==> src/design/ars_pkg.sv <==
`timescale 1ns / 1ps
// ----------------------------------------------------------------------------
// ars_pkg
// shared types, widths and constants for the axis rotation step matrix
// ----------------------------------------------------------------------------
package ars_pkg;

  localparam int MU_W  = 33;
  localparam int SQ_W  = 62;
  localparam int LEN_W = 31;

  localparam longint COS5_Q30 = 64'sd1069655912;
  localparam longint SIN5_Q30 = 64'sd93582766;

  typedef logic signed [31:0] word_t;
  typedef logic signed [63:0] prod_t;

  typedef enum logic [2:0] {
    REG_ENABLE  = 3'd0,
    REG_A_X     = 3'd1,
    REG_A_Y     = 3'd2,
    REG_A_Z     = 3'd3,
    REG_B_X     = 3'd4,
    REG_B_Y     = 3'd5,
    REG_B_Z     = 3'd6,
    REG_START   = 3'd7
  } reg_idx_t;

  typedef enum logic [7:0] {
    ST_IDLE  = 8'b0000_0001,
    ST_NORM  = 8'b0000_0010,
    ST_SUMSQ = 8'b0000_0100,
    ST_SQRT  = 8'b0000_1000,
    ST_DIV   = 8'b0001_0000,
    ST_ENTRY = 8'b0010_0000,
    ST_TRANS = 8'b0100_0000,
    ST_OUT   = 8'b1000_0000
  } state_t;

endpackage

==> src/design/ars_mul.sv <==
`timescale 1ns / 1ps
// ----------------------------------------------------------------------------
// ars_mul
// shared signed 32x32 multiplier with registered product
// ----------------------------------------------------------------------------
module ars_mul (
  input  logic           clk,
  input  ars_pkg::word_t op_a,
  input  ars_pkg::word_t op_b,
  output ars_pkg::prod_t prod_r
);
  import ars_pkg::*;

  always_ff @(posedge clk) begin
    prod_r <= prod_t'(op_a) * prod_t'(op_b);
  end

endmodule

==> config.mk <==
export PLATFORM = sky130hd
export DESIGN_NAME = ars_mul
export DESIGN_NICKNAME = d
export VERILOG_FILES = /design/src/design/ars_pkg.sv /design/src/design/ars_mul.sv
export SDC_FILE = /design/constraint.sdc
export NUM_CORES = 2
export LEC_CHECK = 0
export BUFFER_PORTS_ARGS = -buffer_cell sky130_fd_sc_hd__clkbuf_2
export CAP_MARGIN = 10
export CORE_ASPECT_RATIO = 1.1
export CORE_MARGIN = 2
export CORE_UTILIZATION = 60
export DETAILED_ROUTE_END_ITERATION = 12
export MAX_ROUTING_LAYER = met4
export PLACE_DENSITY = 0.77
export SYNTH_ARGS = -nofsm -noshare
export SYNTH_HDL_FRONTEND = slang
export SYNTH_SLANG_ARGS = --single-unit
==> constraint.sdc <==
create_clock -name clk -period 9.39 [get_ports clk]
set_input_delay 0.4695 -clock clk [delete_from_list [all_inputs] [get_ports clk]]
set_output_delay 0.4695 -clock clk [all_outputs]
set_load 0.01 [all_outputs]
==> results.toml <==
[detailed_routing]
vias_per_cell = 5.62
wl_per_cell_um = 21.1
drcViolationCount = 0
detail_route.iter0.violations = 1534
firstDrtPassIters = 6
ant_nets = 0
vias = 26521
routed_wl_um = 99600

[timing]
tightest_slew_ns = 1.02
rsz0062_at_grt = "no"
hold_viol = 0
finalSetupViolCount = 0
post-route-min-period_ns = 8.47
tns_ns = 0
period_share = 0.902
fmax_ghz = 0.118
relSlewSlack = 0.318
slew_violations = 0

[worst_setup_path]
slowest_delay_ns = 0.64
startpoint_type = "input pin"
arrival_ns = 8.81
cp-end-kind = "register"
crit_fanout = 14
crit_required_ns = 9.74
crit_slowest_cell = "fa_1"
crit_type = "input pin to register"
cp_common_cell = "fa_1"

[cts]
ctsResizeCount = 0
ctsHtreeMaxLevel = 3
cts_sinks = 64
cts_hold_buffers = 0
cts_inserted_buffers = 9
max-clock-path-buffers = 2
cts_tree = "done"
root_buffer = "clkbuf_16"
clk_pin_slew_ns = 0.08
post_cts_buffers = 0

[floorplanning]
num_io_pins = 129
start_util = 0.608
fp.dieW_um = 242
row_count = 95
dieArea_mm2 = 0.0641
coreArea_mm2 = 0.0612
die_h_um = 265

[synthesis]
synth.avg_cell_area_um2 = 9.59
postSynthCellCount = 3884
synth_area_mm2 = 0.0372
ys_seq_area_frac = 0.0344
async_flop_share = 0
synth_edf_count = 0
yosysWarnings = 0
ys_ff_latch = 64
synth_ff_type = "dfxtp_1"
synth_cell_types = 63
synth_fp_nets = 5215

[finish]
largest_register_ffs = 64
n_fill_cell = 4990
nets = 5216
final_area_mm2 = 0.0389
largest_register = "prod_r"
largest_registers = "prod_r: 64 flops"
syn2layout_area_growth_pct = 4.52
drive_above_1_share = 0.0584

[worst_hold_path]
min_path_type = "input pin to register"
holdPathStages = 2

[place]
place.port_buffers = 128
place_congestion = 0.947
hpwl_um = 81600
place_area_mm2 = 0.0386

[global_route]
grt_usage = 0.345
grt_pass1_wl_um = 163000
grt_max_degree = 33
grt_pass1_vias = 30254
antenna_found_initial = 8
grt_overflow = 0

[run]
cap_viol_max_count = 0

[status]
status = "complete, no violations"
[through the flow]
step	hold WS (ns)	instances	util	worst slack, ns
final	0.678	4719	0.636	0.924
after detailed placement	0.857	4698	0.631	0.570
after floorplan	0.597	3884	-	1.66
after global placement	0.856	4698	0.631	0.730
after CTS	0.667	4713	0.636	0.997
after global routing	0.703	4719	0.636	0.478
[cell usage in the layout (no fill, tap or decap), drive strengths merged, types with 13 or more instances in the layout]
| cell type | n |
|---|---|
| a21o | 25 |
| a21oi | 68 |
| a31oi | 13 |
| and2 | 516 |
| buf | 62 |
| clkbuf | 140 |
| dfxtp | 64 |
| fa | 1082 |
| ha | 184 |
| inv | 952 |
| nand2 | 511 |
| nand3 | 15 |
| nor2 | 42 |
| o21ai | 31 |
| o21bai | 15 |
| xnor2 | 53 |
| xor2 | 22 |
[cells by family (layout without fill, tap and decap cells)]
group,Yosys count,after routing,synth area share
and+or+nand+nor,1134,1134,0.154
AOI/OAI and AO/OA,193,193,0.0346
xor gates and xnor gates,75,75,0.0176
adders and majority gates,1266,1266,0.643
DFF,64,64,0.0344
buffers and inverters,1152,1157,0.116
other,0,6,0
[per-layer routing]
| layer | global-route usage | vias up | share of wire |
|---|---|---|---|
| met5 | - | - | 0 |
| met4 | 0.221 | 0 | 0.074 |
| met3 | 0.0614 | 417 | 0.077 |
| met2 | 0.572 | 1253 | 0.51 |
| met1 | 0.388 | 13787 | 0.34 |
| li1 | - | 11064 | - |
[cells in the mapped netlist (9+ instances only)]
library cell  count  area, um2
clkbuf_1        195        732
o21ai_0          28        140
a21oi_1          68        340
a21o_1           23        173
nand2_1         511       1920
xor2_1           22        193
and2_1          516       3230
fa_1           1082      21700
nor2_1           42        158
dfxtp_1          64       1280
nand3_1          15       75.1
inv_1           952       3570
nand2b_1          9       56.3
ha_1            184       2300
o21bai_1         15        113
xnor2_1          53        464
a31oi_1          12       75.1
[path summary, 6_finish.rpt]
path,to,start
worst min-delay path,prod_r[0],op_b[0]
worst max-delay path,prod_r[63],op_b[5]
[critical path: cells and delay by family]
| family | cells | cell delay (ns) |
|---|---|---|
| AND/OR/NAND/NOR | 2 | 0.41 |
| XOR/XNOR | 1 | 0.13 |
| AO/OA/AOI/OAI | 6 | 1.67 |
| adder cells (fa/ha/maj) | 9 | 4.75 |
| buffers and inverters | 8 | 1.36 |
[layout make-up]
cell class	count	area, um2	area share
Tap cell	824	1030	0.0265
Clock inverter	3	17.5	0.000450
Multi-Input combinational cell	2668	31600	0.813
Clock buffer	12	256	0.00659
Sequential cell	64	1280	0.0329
Inverter	952	3570	0.0918
Timing Repair Buffer	190	1120	0.0287
Antenna cell	6	15.0	0.000386
Power is not shown: default switching activity piles up to over one toggle a cycle in this logic, so the estimate is an artifact.
