===== src/design/ars_pkg.sv =====
`timescale 1ns / 1ps
// ----------------------------------------------------------------------------
// ars_pkg
// shared types, widths and constants for the axis rotation step matrix
// ----------------------------------------------------------------------------
package ars_pkg;

  localparam int MU_W  = 33;
  localparam int SQ_W  = 62;
  localparam int LEN_W = 31;

  localparam longint COS5_Q30 = 64'sd1069655912;
  localparam longint SIN5_Q30 = 64'sd93582766;

  typedef logic signed [31:0] word_t;
  typedef logic signed [63:0] prod_t;

  typedef enum logic [2:0] {
    REG_ENABLE  = 3'd0,
    REG_A_X     = 3'd1,
    REG_A_Y     = 3'd2,
    REG_A_Z     = 3'd3,
    REG_B_X     = 3'd4,
    REG_B_Y     = 3'd5,
    REG_B_Z     = 3'd6,
    REG_START   = 3'd7
  } reg_idx_t;

  typedef enum logic [7:0] {
    ST_IDLE  = 8'b0000_0001,
    ST_NORM  = 8'b0000_0010,
    ST_SUMSQ = 8'b0000_0100,
    ST_SQRT  = 8'b0000_1000,
    ST_DIV   = 8'b0001_0000,
    ST_ENTRY = 8'b0010_0000,
    ST_TRANS = 8'b0100_0000,
    ST_OUT   = 8'b1000_0000
  } state_t;

endpackage


===== src/design/ars_sqrt.sv =====
`timescale 1ns / 1ps
// ----------------------------------------------------------------------------
// ars_sqrt
// bit-pair iterative integer square root, one result bit per cycle
// ----------------------------------------------------------------------------
module ars_sqrt (
  input  logic                        clk,
  input  logic                        rst_n,
  input  logic                        start,
  input  logic [ars_pkg::SQ_W-1:0]    x,
  output logic                        done,
  output logic [ars_pkg::LEN_W-1:0]   root
);
  import ars_pkg::*;

  logic [SQ_W-1:0] x_r;
  logic [SQ_W-1:0] res_r;
  logic [SQ_W-1:0] bit_r;
  logic            run_r;
  logic            done_r;
  logic [SQ_W-1:0] trial;

  assign trial = res_r + bit_r;

  always_ff @(posedge clk) begin
    if (!rst_n) begin
      run_r  <= 1'b0;
      done_r <= 1'b0;
    end else begin
      done_r <= 1'b0;
      if (start) begin
        x_r   <= x;
        res_r <= '0;
        bit_r <= SQ_W'(1) << (SQ_W - 2);
        run_r <= 1'b1;
      end else if (run_r) begin
        if (x_r >= trial) begin
          x_r   <= x_r - trial;
          res_r <= (res_r >> 1) + bit_r;
        end else begin
          res_r <= res_r >> 1;
        end
        bit_r <= bit_r >> 2;
        if (bit_r[0]) begin
          run_r  <= 1'b0;
          done_r <= 1'b1;
        end
      end
    end
  end

  assign done = done_r;
  assign root = res_r[LEN_W-1:0];

endmodule


===== config.mk =====
export PLATFORM = sky130hd
export DESIGN_NAME = ars_sqrt
export DESIGN_NICKNAME = d
export VERILOG_FILES = /design/src/design/ars_pkg.sv /design/src/design/ars_sqrt.sv
export SDC_FILE = /design/constraint.sdc
export NUM_CORES = 1
export LEC_CHECK = 0
export BUFFER_PORTS_ARGS = -buffer_cell sky130_fd_sc_hd__buf_2
export CELL_PAD_IN_SITES_DETAIL_PLACEMENT = 1
export CELL_PAD_IN_SITES_GLOBAL_PLACEMENT = 1
export CORE_MARGIN = 2
export CORE_UTILIZATION = 52
export DETAILED_ROUTE_END_ITERATION = 12
export GPL_TIMING_DRIVEN = 0
export PLACE_DENSITY_LB_ADDON = 0.1
export SLEW_MARGIN = 20
export SYNTH_ARGS = -nofsm -noshare
export SYNTH_HDL_FRONTEND = slang
export SYNTH_SLANG_ARGS = --single-unit

===== constraint.sdc =====
create_clock -name clk -period 19.7 [get_ports clk]
set_input_delay 2.955 -clock clk [delete_from_list [all_inputs] [get_ports clk]]
set_output_delay 2.955 -clock clk [all_outputs]
set_load 0.01 [all_outputs]

==> reports/metrics.yaml, run 1 <==
status: "finished clean"
vdd_drop_max_mv: 0.0676
cts_resized: 0
r2r_slack_ps: 12160
synth-main-ff-cell: "edfxtp_1"
ys_ff_latch: 157
yosysUniqueCellTypes: 78
grt_pass1_vias: 14200
worstSkewPairLatency_ps: 470
netlist_area_um2: 14600
fin_skew_ps: 14.0
p_per_area_nw_per_um2: 96.9
grt_pass1_wl_um: 78100
synth_most_common_cell: "nand2_1"
ys_seq_area_frac: 0.321
die_x_um: 172
wl_um: 50000
rr_worst_depth: 24
vias: 14000
area_growth_pct: 11.3
synthArstFlopShare: 0
synth_common_cells: "nand2_1, edfxtp_1, o21ai_0, ha_1, nor2_1"
drv_slew: 0
antenna_found_initial: 0
cts_max_level: 4
dp_hpwl_um: 38200
syn_inst: 1702
yosys_warnings: 0
cts_setup_buffers: 0
fin_nets: 2013
via_per_inst: 6.33
rsz0062_at_grt: "no"
worst_r2r_endpoint: "x_r[20]"
utilization: 0.587
die_area_um2: 29500
cp_data_arrival_time_ps: 7750
core-area_um2: 27700
syn_nets: 1894
gp_congestion: 0.929
worst_hold_slack_ps: 495
worst_ep_required_time_ps: 19910
finalHoldViolCount: 0
grt_overflow: 0
cts_buffers: 17
cp-endpoint: "x_r[20]"
max_freq_mhz: 133
worstSetupPathType: "reg2reg"
diodes: 0
cts_tree: "yes"
period_needed_ps: 7540
worstSetupEndpointType: "flip-flop"
setup_slack_ps: 12160
period_share: 0.383
slew_headroom: 0.343
cts_buffer_depth: 2
yosysTopAreaCell: "edfxtp_1"
cts_hold_buf: 0
fillers: 3365
synth_edf_count: 155
final-setup-viol-count: 0
r2r_start: "res_r[6]"
drive_above_1_share: 0.117
chipHeight_um: 172
static-leakage-power_nw: 6.24
synth_top_area_share: 0.318
ant_nets: 0
io_pins: 97
worst_pin_slew_ps: 975
cp_max_fo: 23
io_buffers: 96
initial_core_util: 0.527
synthTopCellsByArea: "edfxtp_1, ha_1, nand2_1, xor2_1, o21ai_0"
gr-usage-all-layers: 0.346
firstDrtPassIters: 5
hold_depth: 1
holdCritPathClass: "reg2reg"
drtIter0Drc: 1107
maxCapViolCount: 0
grt_max_degree: 68
crit_path_start: "res_r[6]"
crit_path_start_kind: "flip-flop"
root_buffer: "clkbuf_16"
avgSynthCellArea_um2: 8.59
setup_tns_ps: 0
dpl_worst_slack_ps: 12400
drc: 0
clk_pin_slew_ps: 70
rows: 61
wl_per_cell_um: 22.6
numClockSinks: 157
p_total_w: 0.00158
==> per-layer routing <==
metal / vias up / wire length (um) / GRT usage / share of wire
met4: 0 / 2440 / 0.166 / 0.049
met1: 6868 / 21200 / 0.430 / 0.42
met3: 142 / 2360 / 0.0465 / 0.047
met5: - / 0 / 0 / 0
met2: 463 / 24000 / 0.590 / 0.48
li1: 6534 / - / - / -
==> state kept, by name (all words and copies together) (netlist names) <==
name   count
run_r      1
done       1
bit_r     31
res_r     62
x_r       62
==> cell usage in the layout, fill, tap and decap left out, drive strengths merged, types with 4 or more instances in the layout <==
master / instances
o41ai: 5
and4: 4
o21ai: 134
a31o: 15
nand4: 51
nand2: 221
nor3: 23
or3: 12
o31ai: 13
xor2: 92
nor4: 5
a31oi: 63
o21bai: 38
nand3: 33
o2111ai: 4
a211oi: 39
a21o: 43
nand2b: 12
and2: 12
o211ai: 11
clkinvlp: 7
a22oi: 4
and3: 16
nor3b: 4
mux2: 5
a21boi: 10
buf: 149
nor2b: 49
inv: 29
clkbuf: 85
a21oi: 111
or4: 4
edfxtp: 155
xnor2: 72
nor2: 125
o21a: 12
ha: 126
==> per-stage QoR <==
stage	area, um2	instances
2_1_floorplan	14600	1702
3_3_place_gp	15600	2176
3_5_place_dp	15700	2180
4_1_cts	16300	2212
5_1_grt	16300	2212
6_report	16300	2212
==> kinds of logic after synthesis <==
group | synth area share
adder cells (fa/ha/maj) | 0.109
multiplexers | 0.00454
AO/OA/AOI/OAI | 0.233
AND/OR/NAND/NOR | 0.186
XOR/XNOR | 0.0983
buffers and inverters | 0.0475
flip-flops | 0.321
==> worst min-delay path by stage <==
stage                     start    to  slack, ps
after global placement    run_r  done        470
after CTS                 run_r  done        490
after detailed placement  run_r  done        470
final                     run_r  done        490
after floorplan           run_r  done        450
after global routing      run_r  done        510
==> where the power goes <==
| group | total, W | internal [W] | switching [W] | leakage, nW |
|---|---|---|---|---|
| Combinational | 0.000772 | 0.000286 | 0.000485 | 4.47 |
| Sequential | 0.000460 | 0.000425 | 0.0000346 | 1.51 |
| Clock | 0.000345 | 0.000187 | 0.000158 | 0.258 |
| Total | 0.00158 | 0.000898 | 0.000678 | 6.24 |
==> layout make-up <==
cell class                      count  area (um2)  area share
Buffer                            115         589      0.0362
Clock buffer                       19         433      0.0266
Clock inverter                     13         144     0.00885
Inverter                           28         110     0.00677
Multi-Input combinational cell   1402        9240       0.568
Sequential cell                   157        4690       0.289
Tap cell                          378         473      0.0291
Timing Repair Buffer              100         578      0.0356
==> critical path, cell delays in order (launching register included) <==
cell and delay [ps]:
edfxtp_1 540, ha_1 420, nand2_1 70, o31a_1 390, nor4b_1 500, o211ai_1 150
nand3_1 240, a311o_1 280, nand4_1 170, a31oi_1 400, a21boi_0 180, xor2_1 420
ha_1 390, nand2_1 90, o211ai_1 110, a211oi_1 270, o21bai_1 150, a221o_1 360
a221o_1 370, a41oi_1 310, buf_2 430, buf_2 400, a21oi_4 190, buf_8 250
buf_16 170
No activity file was read; power rests on OpenSTA's default activity.
==> inputs of run 2 (changes only) <==
--- a/config.mk
+++ b/config.mk
@@ -9,7 +9,7 @@
 export CELL_PAD_IN_SITES_DETAIL_PLACEMENT = 1
 export CELL_PAD_IN_SITES_GLOBAL_PLACEMENT = 1
 export CORE_MARGIN = 2
-export CORE_UTILIZATION = 52
+export CORE_UTILIZATION = 43
 export DETAILED_ROUTE_END_ITERATION = 12
 export GPL_TIMING_DRIVEN = 0
 export PLACE_DENSITY_LB_ADDON = 0.1
==> constraint.sdc (replaced) <==
create_clock -name clk -period 6.9 [get_ports clk]
set_input_delay 1.035 -clock clk [delete_from_list [all_inputs] [get_ports clk]]
set_output_delay 1.035 -clock clk [all_outputs]
set_load 0.01 [all_outputs]
==> reports/metrics.yaml, run 2 (synthesis results as in run 1) <==
grt_pass1_wl_um: 78600  # was 78100 um
crit_path_start: "res_r[14]"  # was res_r[6]
utilization: 0.492  # was 0.587
period_share: 0.967  # was 0.383
antenna_found_initial: 1  # was 0
dpl_worst_slack_ps: -740  # was 12400 ps
cp_data_arrival_time_ps: 6880  # was 7750 ps
initial_core_util: 0.436  # was 0.527
fin_skew_ps: 15.2  # was 14.0 ps
grt_max_degree: 64  # was 68
maxCapViolCount: 0  # unchanged
p_per_area_nw_per_um2: 275  # was 96.9 nW/um2
rsz0062_at_grt: "no"  # unchanged
io_buffers: 96  # unchanged
finalHoldViolCount: 0  # unchanged
cts_tree: "yes"  # unchanged
core-area_um2: 33500  # was 27700 um2
layout_common_cells: "nand2_1, edfxtp_1, o21ai_0"  # unchanged
rows: 67  # was 61
drive_above_1_share: 0.126  # was 0.117
fin_nets: 2017  # was 2013
cts_max_level: 4  # unchanged
vdd_drop_max_mv: 0.195  # was 0.0676 mV
worstSkewPairLatency_ps: 460  # was 470 ps
gr-usage-all-layers: 0.285  # was 0.346
ant_nets: 0  # unchanged
wl_per_cell_um: 22.0  # was 22.6 um
via_per_inst: 5.95  # was 6.33
hold_depth: 1  # unchanged
io_pins: 97  # unchanged
period_needed_ps: 6670  # was 7540 ps
fillers: 4072  # was 3365
dp_hpwl_um: 39100  # was 38200 um
grt_overflow: 0  # unchanged
final_common_cell: "nand2_1"  # unchanged
crit_path_start_kind: "flip-flop"  # unchanged
worstSetupPathType: "reg2reg"  # unchanged
clk_pin_slew_ps: 70  # about the same
die_x_um: 188  # was 172 um
final_cell_area_um2: 16500  # was 16300 um2
cts_buffer_depth: 2  # unchanged
r2r_start: "res_r[14]"  # was res_r[6]
holdCritPathClass: "reg2reg"  # unchanged
area_growth_pct: 12.8  # was 11.3%
rr_worst_depth: 23  # was 24
drv_slew: 0  # unchanged
max_freq_mhz: 150  # was 133 MHz
wl_um: 50400  # was 50000 um
worst_ep_required_time_ps: 7100  # was 19910 ps
cts_buffers: 17  # unchanged
status: "finished clean"  # unchanged
chipHeight_um: 188  # was 172 um
numClockSinks: 157  # unchanged
worst_pin_slew_ps: 1010  # was 975 ps
vias: 13600  # was 14000
die_area_um2: 35500  # was 29500 um2
final-setup-viol-count: 0  # unchanged
grt_pass1_vias: 13900  # was 14200
gp_congestion: 0.884  # was 0.929
slew_headroom: 0.325  # was 0.343
worstSetupEndpointType: "flip-flop"  # unchanged
static-leakage-power_nw: 6.31  # was 6.24 nW
drc: 0  # unchanged
root_buffer: "clkbuf_16"  # unchanged
worstHoldStart: "run_r"  # unchanged
largestRegisters: "res_r: 62 flops, x_r: 62 flops, bit_r: 31 flops"  # unchanged
setup_slack_ps: 226  # was 12160 ps
drtIter0Drc: 808  # was 1107
placed_cell_area_um2: 15800  # was 15700 um2
cp_max_fo: 21  # was 23
firstDrtPassIters: 4  # was 5
run 2: cell type report:
cell class | instances | area [um2] | share of cell area
multi-input cells | 1402 | 9300 | 0.564
flip-flops and latches | 157 | 4690 | 0.285
repair buffers | 105 | 628 | 0.0381
plain buffers | 114 | 596 | 0.0361
well taps | 448 | 561 | 0.0340
clock buffers | 17 | 425 | 0.0258
clock inverters | 15 | 171 | 0.0104
inverters | 28 | 110 | 0.00668
diodes | 1 | 2.50 | 0.000152
run 2: path summary, 6_finish.rpt:
kind | to | slack, ps
setup / recovery | x_r[21] | 230
hold / removal | done | 490
setup reg to reg | x_r[21] | 230
hold reg to reg | done | 490
run 2: power breakdown:
part	switching (W)	internal, W	leakage (nW)
Clock	0.000448	0.000568	0.278
Sequential	0.0000965	0.00121	1.51
Combinational	0.00138	0.000831	4.53
run 2: timing repair:
item / CTS / global route
hold buffers: 0 / 0
pin swaps: 1 / 2
setup buffers: 2 / 3
setup endpoints to repair: 77 / 111
gates resized for setup: 7 / 11
run 2: metrics by stage:
step           TNS (ps)  instances  total power (W)  hold WS [ps]
3_5_place_dp     -39700       2250          0.00349           479
5_1_grt               0       2286          0.00482           501
4_1_cts               0       2284          0.00453           498
3_3_place_gp    -156640       2246          0.00342           465
6_report              0       2287          0.00453           494
2_1_floorplan         0       1702          0.00285           447
run 2: critical path: stages (launching register included):
cell	delay [ps]
edfxtp_1	510
ha_1	400
a31oi_1	230
o21ai_0	180
a31o_2	310
o211ai_1	230
nand3_2	190
a311oi_1	390
o21ai_0	250
a41o_1	360
nand2_1	110
xor2_1	290
ha_1	290
clkbuf_1	200
a211oi_1	270
o21bai_1	150
a221o_1	370
a221o_1	380
a41oi_2	290
buf_6	250
buf_4	270
a21oi_4	100
buf_16	210
buf_16	170
run 2: routing by layer:
metal  track usage  part of all wire  up-vias
li1              -                 -     6524
met1         0.368              0.46     6724
met2         0.492              0.48      285
met3        0.0305             0.030       64
met4         0.108             0.031        0
met5             0                 0        -
