[config.mk]
export PLATFORM = sky130hd
export DESIGN_NAME = ars_div
export DESIGN_NICKNAME = d
export VERILOG_FILES = /design/src/design/ars_pkg.sv /design/src/design/ars_div.sv
export SDC_FILE = /design/constraint.sdc
export NUM_CORES = 1
export LEC_CHECK = 0
export BUFFER_PORTS_ARGS = -buffer_cell sky130_fd_sc_hd__buf_2
export CORE_MARGIN = 5
export CORE_UTILIZATION = 55
export DETAILED_ROUTE_END_ITERATION = 10
export PLACE_DENSITY_LB_ADDON = 0.15
export SLEW_MARGIN = 20
export SYNTH_ARGS = -nofsm -noshare
export SYNTH_HDL_FRONTEND = slang
export SYNTH_SLANG_ARGS = --single-unit
[constraint.sdc]
create_clock -name clk -period 6.8 [get_ports clk]
set_clock_uncertainty 0.1 [all_clocks]
set_input_delay 2.04 -clock clk [delete_from_list [all_inputs] [get_ports clk]]
set_output_delay 2.04 -clock clk [all_outputs]
set_load 0.01 [all_outputs]
[src/design/ars_pkg.sv]
`timescale 1ns / 1ps
// ----------------------------------------------------------------------------
// ars_pkg
// shared types, widths and constants for the axis rotation step matrix
// ----------------------------------------------------------------------------
package ars_pkg;

  localparam int MU_W  = 33;
  localparam int SQ_W  = 62;
  localparam int LEN_W = 31;

  localparam longint COS5_Q30 = 64'sd1069655912;
  localparam longint SIN5_Q30 = 64'sd93582766;

  typedef logic signed [31:0] word_t;
  typedef logic signed [63:0] prod_t;

  typedef enum logic [2:0] {
    REG_ENABLE  = 3'd0,
    REG_A_X     = 3'd1,
    REG_A_Y     = 3'd2,
    REG_A_Z     = 3'd3,
    REG_B_X     = 3'd4,
    REG_B_Y     = 3'd5,
    REG_B_Z     = 3'd6,
    REG_START   = 3'd7
  } reg_idx_t;

  typedef enum logic [7:0] {
    ST_IDLE  = 8'b0000_0001,
    ST_NORM  = 8'b0000_0010,
    ST_SUMSQ = 8'b0000_0100,
    ST_SQRT  = 8'b0000_1000,
    ST_DIV   = 8'b0001_0000,
    ST_ENTRY = 8'b0010_0000,
    ST_TRANS = 8'b0100_0000,
    ST_OUT   = 8'b1000_0000
  } state_t;

endpackage

[src/design/ars_div.sv]
`timescale 1ns / 1ps
// ----------------------------------------------------------------------------
// ars_div
// restoring divider, one quotient bit per cycle
// ----------------------------------------------------------------------------
module ars_div #(
  parameter int FRAC_BITS = 16
) (
  input  logic                                clk,
  input  logic                                rst_n,
  input  logic                                start,
  input  logic [ars_pkg::LEN_W+FRAC_BITS-1:0] num,
  input  logic [ars_pkg::LEN_W-1:0]           den,
  output logic                                done,
  output logic [FRAC_BITS:0]                  quot
);
  import ars_pkg::*;

  localparam int Q_W   = FRAC_BITS + 1;
  localparam int CNT_W = $clog2(Q_W + 1);

  logic [LEN_W-1:0] rem_r;
  logic [Q_W-1:0]   low_r;
  logic [Q_W-1:0]   q_r;
  logic [CNT_W-1:0] cnt_r;
  logic             run_r;
  logic             done_r;
  logic [LEN_W:0]   t;
  logic             ge;

  assign t  = {rem_r, low_r[Q_W-1]};
  assign ge = (t >= {1'b0, den});

  always_ff @(posedge clk) begin
    if (!rst_n) begin
      run_r  <= 1'b0;
      done_r <= 1'b0;
    end else begin
      done_r <= 1'b0;
      if (start) begin
        rem_r <= LEN_W'(num >> Q_W);
        low_r <= num[Q_W-1:0];
        q_r   <= '0;
        cnt_r <= CNT_W'(Q_W);
        run_r <= 1'b1;
      end else if (run_r) begin
        rem_r <= ge ? LEN_W'(t - {1'b0, den}) : LEN_W'(t);
        low_r <= low_r << 1;
        q_r   <= {q_r[Q_W-2:0], ge};
        cnt_r <= cnt_r - CNT_W'(1);
        if (cnt_r == CNT_W'(1)) begin
          run_r  <= 1'b0;
          done_r <= 1'b1;
        end
      end
    end
  end

  assign done = done_r;
  assign quot = q_r;

endmodule

==> results of run 1 <==
layout make-up:
| class | instances | area (um2) | share of cell area (%) |
|---|---|---|---|
| Multi-Input combinational cell | 362 | 2778 | 46.82 |
| Sequential cell | 72 | 2142 | 36.10 |
| Timing Repair Buffer | 100 | 508.0 | 8.562 |
| Tap cell | 129 | 161.4 | 2.720 |
| Inverter | 38 | 142.6 | 2.404 |
| Clock buffer | 9 | 123.9 | 2.088 |
| Clock inverter | 7 | 77.57 | 1.307 |
flip-flops by register name (all words and copies together) (netlist names):
| name | cells |
|---|---|
| cnt_r | 5 |
| run_r | 1 |
| quot | 17 |
| low_r | 17 |
| done | 1 |
| rem_r | 31 |
worst register-to-register path, stage by stage (launching register included):
cell and delay (ps):
edfxtp_1 400, ha_1 450, nand2_1 170, o21a_1 230
o211ai_1 220, a31oi_1 200, a21oi_2 340, nand2_1 330
nor2_1 670, a221oi_1 170
per-layer routing:
metal | part of all wire [%] | GRT usage [%]
met5 | 0 | 0
met1 | 45 | 29.46
met4 | 0.90 | 4.292
met3 | 7.0 | 5.178
met2 | 47 | 34.90
path summary, 6_finish.rpt:
kind              slack [ps]  cells past startpoint   endpoint  startpoint
setup / recovery        1870                     11  rem_r[17]     den[22]
hold / removal           430                      1       done       run_r
setup reg to reg        3240                      9  rem_r[17]   rem_r[21]
hold reg to reg          430                      1       done       run_r
power groups by stage:
stage,registers (mW),clock network (mW),logic (mW)
6_report,0.561,0.366,0.474
5_1_grt,0.565,0.392,0.526
3_3_place_gp,0.569,0,0.464
2_1_floorplan,0.568,0,0.369
4_1_cts,0.560,0.373,0.475
3_5_place_dp,0.570,0,0.472
logic make-up (layout without fill, tap and decap cells):
logic type | Yosys count | in the layout | share of synthesized area, %
DFF | 72 | 72 | 41.22
muxes | 41 | 41 | 9.150
xor gates and xnor gates | 27 | 27 | 4.551
AOI/OAI and AO/OA | 129 | 129 | 16.98
buffers and inverters | 64 | 154 | 5.345
adders and majority gates | 34 | 34 | 8.331
and+or+nand+nor | 131 | 131 | 14.42
placed cells by master (no fill, tap or decap), types with 12 or more instances in the layout:
master	n
a21oi_1	37
nor3_1	14
xnor2_1	16
nor2b_1	29
mux2_2	32
inv_1	38
nor2_1	17
o21ai_0	12
ha_1	33
nand2_1	23
buf_2	97
a21o_1	20
edfxtp_1	70
cells in the mapped netlist, types with 2 or more instances:
library cell  count  area [um2]
xnor2_1          16       140.1
mux2_4            5       75.07
o21a_1            5       37.54
a31oi_1           7       43.79
and3_1            6       37.54
o21ai_0          12       60.06
dfxtp_1           2       40.04
nand2b_1          4       25.02
mux2i_1           4       40.04
and4_1            5       43.79
nand2_1          23       86.33
a221oi_2          2       30.03
nand4_1           4       25.02
a21oi_1          37       185.2
o211ai_1          3       22.52
nor4_1            8       50.05
xor2_1           11       96.34
clkbuf_1         18       67.56
inv_1            38       142.6
o21bai_1          5       37.54
a21o_1           20       150.1
nor3_1           14       70.07
ha_1             33       412.9
a211oi_1          3       22.52
a311oi_1          2       17.52
nor2b_1          29       181.4
o21ai_1           4       20.02
nand3_1           6       30.03
buf_6             4       45.04
a211o_1           2       17.52
a21boi_0          5       37.54
buf_2             3       15.01
a221oi_1          2       17.52
mux2_2           32       360.4
a221o_1           6       60.06
o31ai_1           3       22.52
edfxtp_1         70        2102
nor2_1           17       63.81
nor3b_1           5       37.54
and4b_1           3       30.03
metrics by stage:
stage                     setup slack (ps)  instances
after global routing                  1553        717
after CTS                             1835        717
after floorplan                       2051        498
after global placement                1568        701
after detailed placement              1446        701
final                                 1868        717
==> impl_metrics.toml, run 1 <==
[run_status]
outcome = "finished, final reports clean"

[logic_synthesis]
synth_cell_types = 60
synth_top_flop_cell = "edfxtp_1"
synthArstFlopShare_pct = 0
synth_nets = 613
avgSynthCellArea_um2 = 10.43
ys_seq_area_share_pct = 41.22
syn_inst = 498
ys_seq_elements = 72
synth_edf_count = 70
syn_area_um2 = 5196
ys_warn_count = 0

[critical_path]
endpoint_kind = "register"
worst-path-buf-inv = 2
startpoint_type = "input port"
critPathMaxStageDelay_ps = 670
cp_cell_sequence = "buf_2 -> inv_1 -> ha_1 -> nand2_1 -> o21a_1 -> o211ai_1 -> a31oi_1 -> a21oi_2 -> nand2_1 -> nor2_1 -> a221oi_1"
path_common_cell = "nand2_1"
slowest_stage = "nor2_1"
crit_family = "simple AND/OR/NAND/NOR gates"
crit_type = "input port to register"
cp.required_ps = 6770
cp_data_arrival_time_ps = 4900
critical_path_peak_fanout = 10

[final_layout]
nNetsFinal = 698
finalInstanceArea_um2 = 5933
layout-drive-gt1-share_pct = 27.55
fin_util_pct = 64.21
area_growth_pct = 14.18
nFillCells = 782
n_antenna_cell = 0

[power]
seq_power_share_pct = 40.0
power_density_nw_per_um2 = 236.0
switching_share_pct = 33.63
p_clk_share_pct = 26.1
p_switching_uw = 470.8
ir_worst_vdd_mv = 0.1478
leakage_nw = 2.586
total_power_mw = 1.400
p_int_uw = 929.3
combinationalPowerShare_pct = 33.9

[grt]
grt_pass1_wl_um = 19890
grt_overflow = 0
track_usage_pct = 21.52
antenna_found_initial = 0
grt_pass1_vias = 4074
grt_max_degree = 52

[clock_tree]
ctsResizeCount = 0
htree_levels = 3
hold_buffers = 0
postCtsSetupBuffers = 0
tritoncts = "built"
cts_sinks = 72
cts_buffers = 9
clockBufferDepth = 2
root_buffer = "clkbuf_8"
clkSlewWorstSetupHoldPaths_ps = 100
worstSkewPairLatency_ps = 360

[timing]
max_freq_ghz = 0.2027
fin_crit_sh_pct = 72.53
relSlewSlack_pct = 47.96
worst_slew_pin_slew_ps = 780.5
hold_violations = 0
hold_slack_ps = 425.8
slew_viol_final = 0
finalSetupViolCount = 0
timing.setup.tns_ps = 0
period_minus_slack_ps = 4932
rsz0062_at_grt = "false"

[die]
die_w_um = 107.2
core_um2 = 9240
start_util_pct = 56.24
rows = 35
die_area_um2 = 11490
die_h_um = 107.2
ioPinCount = 99

[placement]
place_area_um2 = 5732
portBuffers = 98
place.gp.congestion = 0.8726
dp_hpwl_um = 8820

[routing]
drt_iter0_drc = 174
wl_per_cell_um = 16.80
vias_per_cell = 5.667
drc = 0
drt_pass1_iterations = 5
wirelength_um = 12050
ant_nets = 0
via_count = 4063

[worst_hold_path]
hp-class = "register to register"

[flow_run]
cap_violations = 0
Note: power is estimated with default switching activity, not from simulation.
==> run 2: changes to the inputs <==
--- a/config.mk
+++ b/config.mk
@@ -7,7 +7,7 @@
 export LEC_CHECK = 0
 export BUFFER_PORTS_ARGS = -buffer_cell sky130_fd_sc_hd__buf_2
 export CORE_MARGIN = 5
-export CORE_UTILIZATION = 55
+export CORE_UTILIZATION = 51
 export DETAILED_ROUTE_END_ITERATION = 10
 export PLACE_DENSITY_LB_ADDON = 0.15
 export SLEW_MARGIN = 20
==> constraint.sdc (replaced) <==
create_clock -name clk -period 4.3 [get_ports clk]
set_clock_uncertainty 0.1 [all_clocks]
set_input_delay 1.29 -clock clk [delete_from_list [all_inputs] [get_ports clk]]
set_output_delay 1.29 -clock clk [all_outputs]
set_load 0.01 [all_outputs]
==> impl_metrics.toml, run 2 (same netlist as run 1, synthesis figures left out) <==
[grt]
grt_pass1_wl_um = 19810
antenna_found_initial = 0
grtUsageMet3_pct = 6.659
busiest_layer = "met2"
grt_max_degree = 44
grt.met1_usage_pct = 26.12
grt_pass1_vias = 4102
grt_overflow = 0
track_usage_pct = 19.68
met2_usage_pct = 30.54

[power]
leakage_nw = 2.632
ir_worst_vdd_mv = 0.2762
total_power_mw = 2.177
power_density_nw_per_um2 = 361.6

[critical_path]
reg2reg_slack_ps = 1120
crit_type = "input port to register"
critPathMaxStageDelay_ps = 570
startpoint_type = "input port"
worst-path-buf-inv = 3
cp.required_ps = 4280
cp_cell_sequence = "buf_2 -> inv_1 -> ha_1 -> nand2_1 -> o21a_1 -> o211ai_1 -> a31oi_1 -> a21oi_2 -> buf_4 -> nand2_1 -> nor2_1 -> a221oi_1"
endpoint_kind = "register"
reg2reg_from = "rem_r[22]"
reg2regPathDepth = 10
rr_endpoint = "rem_r[17]"
slowest_stage = "nor2_1"
critical_path_peak_fanout = 8
path_common_cell = "nand2_1"
cp_data_arrival_time_ps = 3780
crit_family = "compound AO/OA/AOI/OAI gates"

[clock_tree]
cts_sinks = 72
cts_buffers = 9
postCtsSetupBuffers = 0
clkSlewWorstSetupHoldPaths_ps = 90
clockBufferDepth = 2
root_buffer = "clkbuf_8"
worstSkewPairLatency_ps = 370
hold_buffers = 0
ctsResizeCount = 0
tritoncts = "built"
htree_levels = 3

[placement]
portBuffers = 98
place.gp.congestion = 0.9229
placed_cells = 719
dp_worst_setup_slack_ps = 134.9
dp_hpwl_um = 8993
place_area_um2 = 5842

[worst_hold_path]
worstHoldStart = "run_r"
hp-class = "register to register"
min_to = "done"
holdPathStages = 1

[routing]
via_count = 4090
wl_per_cell_um = 16.27
ant_nets = 0
drc = 0
drt_pass1_iterations = 4
vias_per_cell = 5.565
wirelength_um = 11960
drt_iter0_drc = 191

[timing]
worst_slew_pin_slew_ps = 747.5
slew_viol_final = 0
relSlewSlack_pct = 49.98
max_freq_ghz = 0.2636
rsz0062_at_grt = "false"
setup_ws_ps = 506.0
fin_crit_sh_pct = 88.23
hold_violations = 0
period_minus_slack_ps = 3794
timing.setup.tns_ps = 0
finalSetupViolCount = 0

[final_layout]
most-common-layout-cells = "buf_2 (97), edfxtp_1 (70), inv_1 (38), a21oi_1 (37), ha_1 (33)"
largest_register_ffs = 31
finalInstanceArea_um2 = 6022
nNetsFinal = 712
area_growth_pct = 15.89
nFillCells = 850
regMostFlops = "rem_r"
fin_cells = 735
layout.cells.most_common = "buf_2"
n_antenna_cell = 0
layout-drive-gt1-share_pct = 29.24

[die]
start_util_pct = 52.68
ioPinCount = 99
rows = 36
die_area_um2 = 12310
core_um2 = 9864
die_w_um = 110.9
die_h_um = 110.9

[run_status]
outcome = "finished, final reports clean"

[flow_run]
cap_violations = 0
-- run 2: per-stage QoR --
| step | utilization, % | hold slack (ps) |
|---|---|---|
| 3_5_place_dp | 59.22 | 410.4 |
| 5_1_grt | 61.05 | 449.6 |
| 3_3_place_gp | 59.22 | 397.8 |
| 6_report | 61.05 | 421.2 |
| 2_1_floorplan | - | 390.3 |
| 4_1_cts | 61.05 | 422.3 |
-- run 2: report_power, final --
group	internal, mW	switching [mW]
clock	0.215	0.296
combinational	0.366	0.417
sequential	0.855	0.0295
-- run 2: cell type report --
cell class / count / area [um2] / share of cell area (%)
multi-input cells: 362 / 2778 / 46.12
flip-flops and latches: 72 / 2142 / 35.57
repair buffers: 114 / 613.1 / 10.18
well taps: 133 / 166.4 / 2.763
inverters: 38 / 142.6 / 2.369
clock buffers: 9 / 123.9 / 2.057
clock inverters: 7 / 56.30 / 0.9350
-- run 2: worst max-delay path by stage --
stage,from,endpoint,slack [ps],depth (start not counted)
2_1_floorplan,start,cnt_r[0],300,3
3_3_place_gp,den[23],rem_r[3],170,11
3_5_place_dp,den[23],rem_r[4],130,11
4_1_cts,den[23],rem_r[17],540,12
5_1_grt,den[23],rem_r[17],310,12
6_report,den[23],rem_r[17],510,12
-- run 2: per-layer routing --
layer / wire length, um / part of all wire (%)
met2: 5462 / 46
met3: 761 / 6.4
met5: 0 / 0
met1: 5560 / 46
met4: 177 / 1.5
==> run 3: changes to the inputs <==
--- a/config.mk
+++ b/config.mk
@@ -9,7 +9,8 @@
 export CORE_MARGIN = 5
 export CORE_UTILIZATION = 51
 export DETAILED_ROUTE_END_ITERATION = 10
-export PLACE_DENSITY_LB_ADDON = 0.15
+export GPL_TIMING_DRIVEN = 0
+export PLACE_DENSITY = 0.8
 export SLEW_MARGIN = 20
 export SYNTH_ARGS = -nofsm -noshare
 export SYNTH_HDL_FRONTEND = slang
==> impl_metrics.toml, run 3 (same netlist as run 1, synthesis figures left out) <==
[run_status]
outcome = "finished, final reports clean"

[grt]
grt_overflow = 0
grt_pass1_vias = 4336
grt_pass1_wl_um = 21570
antenna_found_initial = 0
grt_max_degree = 43
track_usage_pct = 21.76

[timing]
hold_slack_ps = 430.3
finalSetupViolCount = 0
slew_viol_final = 0
period_minus_slack_ps = 4153
rsz0062_at_grt = "false"
max_freq_ghz = 0.2408
relSlewSlack_pct = 53.33
hold_violations = 0
fin_crit_sh_pct = 96.59
worst_slew_pin_slew_ps = 700.0

[final_layout]
regArea_um2 = 2142
largest_register_ffs = 31
regMostFlops = "rem_r"
most-common-layout-cells = "buf_2 (100), edfxtp_1 (70), inv_1 (38), a21oi_1 (37), ha_1 (33)"
fin_cells = 745
fin_util_pct = 61.58
layout.cells.most_common = "buf_2"
layout-drive-gt1-share_pct = 27.45
area_growth_pct = 16.90
n_antenna_cell = 0
nNetsFinal = 722
multi_input_area_um2 = 2799
nFillCells = 854

[routing]
wl_per_cell_um = 18.02
drt_iter0_drc = 260
highest_layer = "met4"
drt_pass1_iterations = 5
drc = 0
wl_met1_um = 5927
route.met2.wl_um = 6258
vias_per_cell = 5.710
wirelength_um = 13430
via_count = 4254
ant_nets = 0
route.met3.wl_um = 985

[placement]
dp_hpwl_um = 10160
portBuffers = 97
place.gp.congestion = 0.9581
placed_cells = 729

[critical_path]
endpoint_kind = "register"
cp_cell_sequence = "buf_2 -> inv_1 -> ha_1 -> clkbuf_1 -> nand4_1 -> o211ai_1 -> a31oi_1 -> a21oi_4 -> and2_4 -> buf_6 -> buf_6 -> buf_4 -> mux2i_1 -> o21ai_1"
worst-path-buf-inv = 6
crit_family = "buffers and inverters"
slowest_stage = "a21oi_4"
path_common_cell = "buf_6"
cp_data_arrival_time_ps = 4150
cp.required_ps = 4290
critPathMaxStageDelay_ps = 310
crit_type = "input port to register"
startpoint_type = "input port"
critical_path_peak_fanout = 10

[clock_tree]
htree_levels = 3
clkSlewWorstSetupHoldPaths_ps = 80
cts_buffers = 9
cts_sinks = 72
hold_buffers = 0
worstSkewPairLatency_ps = 360
clockBufferDepth = 2
tritoncts = "built"
root_buffer = "clkbuf_8"

[power]
leakage_nw = 2.629
ir_worst_vdd_mv = 0.1947
power_density_nw_per_um2 = 365.1
total_power_mw = 2.218

[die]
start_util_pct = 52.68
die_area_um2 = 12310
die_h_um = 110.9
core_um2 = 9864
rows = 36
ioPinCount = 99
die_w_um = 110.9

[flow_run]
cap_violations = 0

[worst_hold_path]
hp-class = "register to register"
[run 3: metrics by stage]
stage | setup slack (ps) | instance area [um2] | setup TNS, ps
finish | 146.7 | 6075 | 0
global route | 10.56 | 6075 | 0
floorplan | 301.4 | 5196 | 0
global placement | -909.2 | 5848 | -68850
detailed placement | -523.7 | 5876 | -7043
CTS | 85.61 | 6062 | 0
[run 3: final cells by class]
type	count	area share [%]
buffer	26	2.225
clock buffer	12	2.554
clock inverter	4	0.4737
inverter	38	2.348
multi-input combinational	362	46.08
sequential	72	35.26
tap	133	2.739
timing repair buffer	98	8.321
[run 3: worst paths after layout]
path,startpoint,to,slack (ps),depth (start not counted)
worst max register to register,rem_r[25],rem_r[13],770,12
worst min register to register,run_r,done,430,1
worst max-delay path,den[26],rem_r[13],150,14
worst min-delay path,run_r,done,430,1
[run 3: power by group]
| group | leakage, nW | switching (mW) | internal (mW) |
|---|---|---|---|
| combinational | 1.85 | 0.448 | 0.363 |
| sequential | 0.687 | 0.0303 | 0.855 |
| clock | 0.0890 | 0.280 | 0.243 |
[run 3: routing by layer]
layer	track usage, %	up-vias
met5	0	-
met4	7.718	0
met3	4.421	19
met2	34.95	145
met1	29.20	2012
li1	-	2078
[run 3: repair_timing]
item	in CTS	in global routing
resized for setup	1	2
setup endpoints to repair	7	18
buffers inserted	0	0
[run 3: worst reg2reg max path, cell delays in order, from the launching register on]
cell and delay [ps]:
edfxtp_1 410, ha_1 280, clkbuf_1 300, nand4_1 240, o211ai_1 290, a31oi_1 250
a21oi_4 310, and2_4 190, buf_6 120, buf_6 190, buf_4 250, mux2i_1 270
o21ai_1 80
